`src/ftb_pkg.sv`:
```
// Shared types and constants for the contrast stretch block.
// No dependencies; used by the controller, datapath, top level and checker.
package ftb_pkg;

	// op codes carried in s_tuser
	localparam logic [1:0] OP_CLEAR  = 2'd0;
	localparam logic [1:0] OP_GATHER = 2'd1;
	localparam logic [1:0] OP_MAP    = 2'd2;

	// register indexes (byte address = 4 * index)
	localparam logic [1:0] REG_SCALE_MODE  = 2'd0;
	localparam logic [1:0] REG_MASK_ENABLE = 2'd1;
	localparam logic [1:0] REG_MASK_VALUE  = 2'd2;

	localparam int STAT_LIMIT = 99999;
	localparam int BYTE_MAX   = 255;
	localparam int DIV_STEPS  = 8;

	typedef enum logic [1:0] {
		ST_IDLE,
		ST_PREP,
		ST_DIV,
		ST_DONE
	} ftb_state_t;

	typedef struct packed {
		logic clear;   // reset running min/max
		logic gather;  // fold sample into min/max
		logic load_x;  // capture sample for mapping
		logic setup;   // pick direct result or load divider
		logic step;    // one quotient bit
		logic emit;    // move result to output register
	} ftb_cmd_t;

	typedef struct packed {
		logic direct;  // result known without division
	} ftb_status_t;

endpackage

```
`src/float_to_byte_contrast_stretch.sv`:
```
// Top level of the min/max contrast stretch: APB registers, controller, datapath.
// Depends on ftb_pkg, ftb_ctrl and ftb_dpath.
//
//  channel  | dir | handshake          | payload
//  ---------+-----+--------------------+-------------------------------------
//  s_axis   | in  | s_tvalid/s_tready  | s_tdata: sample; s_tuser: op
//  m_axis   | out | m_tvalid/m_tready  | m_tdata: pixel_byte; m_tuser: range_empty
//  apb      | in  | psel/penable/pready| regs at 0x0, 0x4, 0x8
//
// Clear and gather words act as they are accepted. A map word runs capture, setup,
// 8 restoring-divider steps (one quotient bit each) and output load, skipping the
// steps if the result is known directly (truncate mode, empty range, clamped sample).
// Async active-low reset: running min 99999.0, max -99999.0, registers to defaults.
// A finished result sits in the output register while the next word is taken;
// a map result waits in the datapath only if the previous one is still unread.
module float_to_byte_contrast_stretch #(
	parameter int SAMPLE_WIDTH = 32,
	parameter int FRAC_BITS    = 8
) (
	input  logic                                  clk,
	input  logic                                  arst_n,
	// input stream
	input  logic                                  s_tvalid,
	output logic                                  s_tready,
	input  logic [((SAMPLE_WIDTH + 7) / 8) * 8-1:0] s_tdata,  // [SAMPLE_WIDTH-1:0] sample
	input  logic [1:0]                            s_tuser,  // [1:0] op
	// output stream
	output logic                                  m_tvalid,
	input  logic                                  m_tready,
	output logic [7:0]                            m_tdata,  // [7:0] pixel_byte
	output logic                                  m_tuser,  // [0] range_empty
	// configuration
	input  logic                                  psel,
	input  logic                                  penable,
	input  logic                                  pwrite,
	input  logic [3:0]                            paddr,
	input  logic [31:0]                           pwdata,
	output logic [31:0]                           prdata,
	output logic                                  pready
);
	import ftb_pkg::*;

	logic               scale_mode_q;
	logic               mask_enable_q;
	logic signed [31:0] mask_value_q;
	logic               cfg_wr;
	ftb_cmd_t           cmd;
	ftb_status_t        status;

	// registers: written on the access cycle, decode on word index
	assign pready = 1'b1;
	assign cfg_wr = psel && penable && pwrite && pready;

	always_ff @(posedge clk or negedge arst_n) begin
		if (!arst_n) begin
			scale_mode_q  <= 1'b1;
			mask_enable_q <= 1'b0;
			mask_value_q  <= '0;
		end else if (cfg_wr) begin
			case (paddr[3:2])
				REG_SCALE_MODE:  scale_mode_q <= pwdata[0];
				REG_MASK_ENABLE: mask_enable_q <= pwdata[0];
				REG_MASK_VALUE:  mask_value_q <= pwdata;
				default: ;
			endcase
		end
	end

	always_comb begin
		case (paddr[3:2])
			REG_SCALE_MODE:  prdata = {31'b0, scale_mode_q};
			REG_MASK_ENABLE: prdata = {31'b0, mask_enable_q};
			REG_MASK_VALUE:  prdata = mask_value_q;
			default:         prdata = '0;
		endcase
	end

	// sequencing: accept, setup, divide, hand off
	ftb_ctrl u_ctrl (
		.clk      (clk),
		.arst_n   (arst_n),
		.s_tvalid (s_tvalid),
		.op       (s_tuser),
		.s_tready (s_tready),
		.m_tvalid (m_tvalid),
		.m_tready (m_tready),
		.cmd      (cmd),
		.status   (status)
	);

	// stats, mapping arithmetic and output payload
	ftb_dpath #(
		.SAMPLE_WIDTH (SAMPLE_WIDTH),
		.FRAC_BITS    (FRAC_BITS)
	) u_dpath (
		.clk         (clk),
		.arst_n      (arst_n),
		.sample      (signed'(s_tdata[SAMPLE_WIDTH-1:0])),
		.scale_mode  (scale_mode_q),
		.mask_enable (mask_enable_q),
		.mask_value  (mask_value_q),
		.cmd         (cmd),
		.status      (status),
		.pixel_byte  (m_tdata),
		.range_empty (m_tuser)
	);

endmodule

```
`src/ftb_ctrl.sv`:
```
// Controller FSM for the contrast stretch block.
// Depends on ftb_pkg; drives the datapath through ftb_cmd_t.
module ftb_ctrl (
	input  logic                 clk,
	input  logic                 arst_n,
	input  logic                 s_tvalid,
	input  logic [1:0]           op,
	output logic                 s_tready,
	output logic                 m_tvalid,
	input  logic                 m_tready,
	output ftb_pkg::ftb_cmd_t    cmd,
	input  ftb_pkg::ftb_status_t status
);
	import ftb_pkg::*;

	localparam logic [2:0] DIV_LAST = 3'(DIV_STEPS - 1);

	ftb_state_t state_q, state_d;
	logic [2:0] step_q, step_d;
	logic       valid_q, valid_d;

	always_ff @(posedge clk or negedge arst_n) begin
		if (!arst_n) begin
			state_q <= ST_IDLE;
			step_q  <= '0;
			valid_q <= 1'b0;
		end else begin
			state_q <= state_d;
			step_q  <= step_d;
			valid_q <= valid_d;
		end
	end

	always_comb begin
		state_d  = state_q;
		step_d   = step_q;
		cmd      = '0;
		s_tready = (state_q == ST_IDLE);
		case (state_q)
			ST_IDLE: begin
				if (s_tvalid) begin
					case (op)
						OP_CLEAR:  cmd.clear = 1'b1;
						OP_GATHER: cmd.gather = 1'b1;
						OP_MAP: begin
							cmd.load_x = 1'b1;
							state_d    = ST_PREP;
						end
						default: ;
					endcase
				end
			end
			ST_PREP: begin
				cmd.setup = 1'b1;
				step_d    = '0;
				state_d   = status.direct ? ST_DONE : ST_DIV;
			end
			ST_DIV: begin
				cmd.step = 1'b1;
				step_d   = 3'(step_q + 3'd1);
				if (step_q == DIV_LAST) begin
					state_d = ST_DONE;
				end
			end
			ST_DONE: begin
				// wait for the output register to free up
				if (!valid_q || m_tready) begin
					cmd.emit = 1'b1;
					state_d  = ST_IDLE;
				end
			end
			default: state_d = ST_IDLE;
		endcase
		if (cmd.emit) begin
			valid_d = 1'b1;
		end else if (m_tready) begin
			valid_d = 1'b0;
		end else begin
			valid_d = valid_q;
		end
	end

	assign m_tvalid = valid_q;

endmodule

```
`src/ftb_dpath.sv`:
```
// Datapath: running min/max, truncate path, 8-step restoring divider, output regs.
// Depends on ftb_pkg; steered by ftb_ctrl.
module ftb_dpath #(
	parameter int SAMPLE_WIDTH = 32,
	parameter int FRAC_BITS    = 8
) (
	input  logic                           clk,
	input  logic                           arst_n,
	input  logic signed [SAMPLE_WIDTH-1:0] sample,
	input  logic                           scale_mode,
	input  logic                           mask_enable,
	input  logic signed [31:0]             mask_value,
	input  ftb_pkg::ftb_cmd_t              cmd,
	output ftb_pkg::ftb_status_t           status,
	output logic [7:0]                     pixel_byte,
	output logic                           range_empty
);
	import ftb_pkg::*;

	// stats width must hold +/-99999.0 as well as any sample
	localparam int RW = (SAMPLE_WIDTH > FRAC_BITS + 18) ? SAMPLE_WIDTH : FRAC_BITS + 18;
	localparam int CW = (SAMPLE_WIDTH > 32) ? SAMPLE_WIDTH : 32;
	localparam int DW = RW + 9;

	localparam logic signed [RW-1:0] STAT_HI = RW'(STAT_LIMIT) << FRAC_BITS;
	localparam logic signed [RW-1:0] STAT_LO = -STAT_HI;
	localparam logic [RW:0] ONE  = (RW+1)'(1) << FRAC_BITS;
	localparam logic [RW:0] HALF = ONE >> 1;
	localparam logic [RW:0] TOP  = (RW+1)'(BYTE_MAX) << FRAC_BITS;

	logic signed [RW-1:0] x_in, x_q, min_q, max_q;
	logic signed [CW-1:0] x_cmp, mask_cmp;
	logic                 skip;
	logic signed [RW:0]   diff, num;
	logic                 empty, below, over;
	logic [DW-1:0]        dividend, divisor;
	logic [DW-1:0]        rem_q, dsh_q;
	logic                 ge;
	logic [RW:0]          xu, tsum, tq;
	logic [7:0]           tbyte;
	logic                 direct;
	logic [7:0]           dbyte;
	logic                 dflag;
	logic [7:0]           byte_q, pixel_q;
	logic                 empty_q, flag_q;

	assign x_in     = RW'(sample);
	assign x_cmp    = CW'(sample);
	assign mask_cmp = CW'(mask_value);
	assign skip     = mask_enable && (x_cmp == mask_cmp);

	always_ff @(posedge clk or negedge arst_n) begin
		if (!arst_n) begin
			min_q <= STAT_HI;
			max_q <= STAT_LO;
		end else if (cmd.clear) begin
			min_q <= STAT_HI;
			max_q <= STAT_LO;
		end else if (cmd.gather && !skip) begin
			if (x_in < min_q) begin
				min_q <= x_in;
			end
			if (x_in > max_q) begin
				max_q <= x_in;
			end
		end
	end

	// min-max path
	assign diff  = (RW+1)'(max_q) - (RW+1)'(min_q);
	assign num   = (RW+1)'(x_q) - (RW+1)'(min_q);
	assign empty = (max_q <= min_q);
	assign below = (x_q < min_q);
	assign over  = (num >= diff);
	// 255*n as (n << 8) - n
	assign dividend = (DW'($unsigned(num)) << 8) - DW'($unsigned(num));
	assign divisor  = DW'($unsigned(diff)) << (DIV_STEPS - 1);

	// truncate path: clamp, then round half up
	assign xu   = $unsigned((RW+1)'(x_q));
	assign tsum = xu + HALF;
	assign tq   = tsum >> FRAC_BITS;
	always_comb begin
		if (x_q < 0) begin
			tbyte = 8'h00;
		end else if (xu > TOP || tq > (RW+1)'(BYTE_MAX)) begin
			tbyte = 8'hFF;
		end else begin
			tbyte = tq[7:0];
		end
	end

	always_comb begin
		direct = 1'b1;
		dbyte  = 8'h00;
		dflag  = 1'b0;
		if (!scale_mode) begin
			dbyte = tbyte;
		end else if (empty) begin
			dflag = 1'b1;
		end else if (below) begin
			dbyte = 8'h00;
		end else if (over) begin
			dbyte = 8'hFF;
		end else begin
			direct = 1'b0;
		end
	end

	assign status.direct = direct;
	assign ge = (rem_q >= dsh_q);

	always_ff @(posedge clk) begin
		if (cmd.load_x) begin
			x_q <= x_in;
		end
		if (cmd.setup) begin
			rem_q   <= dividend;
			dsh_q   <= divisor;
			byte_q  <= dbyte;
			empty_q <= dflag;
		end else if (cmd.step) begin
			if (ge) begin
				rem_q <= rem_q - dsh_q;
			end
			dsh_q  <= dsh_q >> 1;
			byte_q <= {byte_q[6:0], ge};
		end
		if (cmd.emit) begin
			pixel_q <= byte_q;
			flag_q  <= empty_q;
		end
	end

	assign pixel_byte  = pixel_q;
	assign range_empty = flag_q;

endmodule

```
`config.mk`:
```
export PLATFORM = sky130hd
export DESIGN_NAME = float_to_byte_contrast_stretch
export DESIGN_NICKNAME = d
export VERILOG_FILES = /design/src/ftb_pkg.sv /design/src/float_to_byte_contrast_stretch.sv /design/src/ftb_ctrl.sv /design/src/ftb_dpath.sv
export SDC_FILE = /design/constraint.sdc
export NUM_CORES = 1
export LEC_CHECK = 0
export ABC_CLOCK_PERIOD_IN_PS = 7900
export CAP_MARGIN = 20
export CORE_MARGIN = 2
export CORE_UTILIZATION = 30
export DETAILED_ROUTE_END_ITERATION = 10
export DONT_BUFFER_PORTS = 1
export HOLD_SLACK_MARGIN = 0.1
export PLACE_DENSITY = 0.4
export SYNTH_ARGS = -nofsm -noshare
export SYNTH_HDL_FRONTEND = slang
export SYNTH_HIERARCHICAL = 1
export SYNTH_SLANG_ARGS = --single-unit
```
`constraint.sdc`:
```
create_clock -name clk -period 7.9 [get_ports clk]
set_clock_uncertainty 0.05 [all_clocks]
set_input_delay 1.58 -clock clk [delete_from_list [all_inputs] [get_ports clk]]
set_output_delay 1.58 -clock clk [all_outputs]
set_load 0.1 [all_outputs]
```
==> out/metrics.yaml <==
critical_path.cell_chain: "inv_1 -> ha_1 -> a21oi_1 -> o21ai_0 -> a21o_1 -> a221o_1 -> a211o_1 -> a221oi_1 -> xnor2_1 -> inv_1 -> ha_1 -> nand2_1 -> or4_1 -> or2_2 -> o211ai_1 -> o211ai_1 -> or4b_2 -> a21oi_1 -> or4_1 -> a31oi_1"
layout_common_cells: "ha_1, inv_1, a21oi_1"
hold_path_class: "flop to flop"
max_freq_mhz: 142.4
final_layout_size_suffix_gt1_share_pct: 7.022
crit_slowest_cell: "or4b_2"
vias: 15830
avgSynthCellArea_um2: 9.072
worstPathRequired_ns: 8.16
synthArstFlopShare_pct: 44.26
final_area_um2: 21830
die_h_um: 260.8
drtPass1Iterations: 4
grt_pass1_wl_mm: 95.25
ff_latch_area_um2: 6499
pin_count: 121
min_period_ns: 7.021
ctsHoldBuffers: 0
drtIter0Drc: 788
port_buffers: 0
hold_viol: 0
outcome: "finished clean"
clock-root-buffer: "clkbuf_16"
max_stage_delay_ns: 0.66
cp.arrival_ns: 7.28
fillers: 6825
grt_setup_unrepaired: "no"
synth.net_count: 2493
start_util_pct: 30.20
cts_resized: 0
r2r_cells: 20
synth-edff-count: 124
path_clk_slew_ns: 0.06
hp-start: "u_dpath/byte_q[7]"
place_area_um2: 20750
synth_warnings: 6
tns_ns: 0
drt-wirelength-per-cell_um: 20.43
setup_viol: 0
r2r-end: "u_dpath/rem_q[39]"
drc: 0
synth_seq_area_share_pct: 32.84
clockBufferDepth: 3
wirelength_mm: 62.47
nNetsFinal: 2481
cts_made_buffers: 31
ant_nets: 0
die-width_um: 260.8
worstSetupPathType: "flop to flop"
grt_use_total_pct: 18.22
post-route-period-util_pct: 88.87
synthCells: 2181
place.gp.congestion: 0.9298
cts_tree: "built"
critPathMaxFanout: 8
postCtsSetupBuffers: 0
reg2reg_slack_ns: 0.88
endpoint_kind: "flop"
drv_cap: 0
grt_antenna_before_repair: 0
synth.cell_area_um2: 19790
cts_sinks: 235
hold_path_depth: 0
ys.flop_type: "edfxtp_1"
final_common_cell: "ha_1"
cp-start-kind: "flop"
multi_input_area_um2: 12340
r2r_start: "u_dpath/min_q[10]"
core-area_um2: 65510
die_area_um2: 68020
syn_to_final_growth_pct: 10.31
htree_levels: 1
max_slew_margin_pct: 25.77
hpwlAfterDp_mm: 49.82
gr-total-overflow: 0
clk_latency_ns: 0.59
worstHoldEndpoint: "u_dpath/pixel_byte[7]"
yosys_register_bits: 235
ys_types: 84
report.final.slew_viol_count: 0
grt_max_degree: 105
vias_per_cell: 5.178
rows: 94
tightestPinTransition_ns: 1.113
grt_pass1_vias: 16090
==> worst max-delay path: cells and delay by family (launching register included) <==
kind                       cells  cell delay (ns)
AOI/OAI and AO/OA             10             2.90
xor gates and xnor gates       1             0.28
adders and majority gates      2             0.83
buffers and inverters          2             0.23
DFF                            1             0.53
and+or+nand+nor                5             1.91
==> metrics by stage <==
step | setup WS, ns | std cells | util (%) | hold WS, ns
after floorplan | 1.889 | 2181 | - | 0.3503
after global placement | 0.9168 | 2997 | 31.67 | 0.3597
after detailed placement | 0.8596 | 2997 | 31.67 | 0.3625
after CTS | 0.8331 | 3054 | 33.25 | 0.3773
after global routing | 0.4750 | 3057 | 33.31 | 0.3901
final | 0.8794 | 3058 | 33.32 | 0.3748
==> metal layers <==
layer  track usage, %  wire (um)  vias up  part of all wire [%]
met2            31.31      29430      298                    47
li1                 -          -     7872                     -
met1            23.99      29210     7591                    47
met5                0          0        -                     0
met4            5.333       1768        0                   2.8
met3            2.040       2059       73                   3.3
==> worst max path at each step <==
stage | cells past startpoint | end | startpoint
floorplan | 21 | u_dpath/rem_q[39] | u_dpath/min_q[8]
global placement | 20 | u_dpath/rem_q[39] | u_dpath/min_q[8]
detailed placement | 20 | u_dpath/rem_q[39] | u_dpath/min_q[10]
CTS | 20 | u_dpath/rem_q[39] | u_dpath/min_q[10]
global route | 20 | u_dpath/rem_q[39] | u_dpath/min_q[10]
finish | 20 | u_dpath/rem_q[39] | u_dpath/min_q[10]
==> logic make-up (layout without fill, tap and decap cells) <==
group	after synthesis	after routing	share of synthesized area (%)
other	1	2	0.01895
and+or+nand+nor	614	614	16.17
adders and majority gates	236	236	15.02
buffers and inverters	256	268	5.008
muxes	107	107	5.672
DFF	235	235	32.84
AOI/OAI and AO/OA	569	569	18.05
xor gates and xnor gates	163	163	7.215
==> synth_stat cells (all sizes together), types with 5 or more instances <==
cell | n | area [um^2]
nand2b | 61 | 389.1
a21oi | 168 | 840.8
buf | 9 | 63.80
a2111oi | 10 | 106.4
nor3 | 33 | 165.2
nor3b | 8 | 71.32
dfxtp | 7 | 140.1
mux2i | 69 | 690.7
a211oi | 21 | 157.7
and2 | 45 | 281.5
o211ai | 11 | 82.58
nor2 | 142 | 533.0
clkbuf | 52 | 195.2
a21boi | 5 | 37.54
nand4 | 44 | 275.3
and3 | 22 | 137.6
nand3 | 70 | 355.3
edfxtp | 124 | 3724
xor2 | 63 | 551.8
or2 | 11 | 68.82
xnor2 | 100 | 875.8
a21o | 78 | 585.6
and4 | 5 | 43.79
a211o | 14 | 122.6
mux2 | 38 | 431.7
or4 | 7 | 56.30
nor2b | 28 | 182.7
o21bai | 23 | 172.7
nor4 | 17 | 106.4
dfrtp | 78 | 1952
nand2 | 103 | 386.6
dfstp | 26 | 683.2
o21a | 19 | 142.6
o21ai | 145 | 725.7
ha | 232 | 2903
inv | 194 | 728.2
or3 | 6 | 37.54
o31ai | 11 | 82.58
a31oi | 26 | 162.7
==> flip-flops by register name, summed over array words and instances (netlist names) <==
signal	flops
u_dpath/x_q	32
mask_value_q	32
u_dpath/pixel_byte	8
scale_mode_q	1
u_dpath/max_q	32
u_dpath/range_empty	1
u_dpath/rem_q	41
u_ctrl/m_tvalid	1
u_dpath/byte_q	8
u_ctrl/step_q	3
u_dpath/min_q	32
mask_enable_q	1
u_dpath/empty_q	1
u_dpath/dsh_q	40
u_ctrl/state_q	2
==> cell type report <==
cell class                 count  area share [%]
antenna                        1         0.01146
clock buffer                  39           3.829
clock inverter                18          0.9000
inverter                     195           3.353
multi-input combinational   1690           56.53
sequential                   235           29.77
tap                          864           4.953
timing repair buffer          16          0.6478
Power is left out: the tool's default activity adds up to more than one toggle a clock period on the data nets, which glitch-free logic cannot reach.
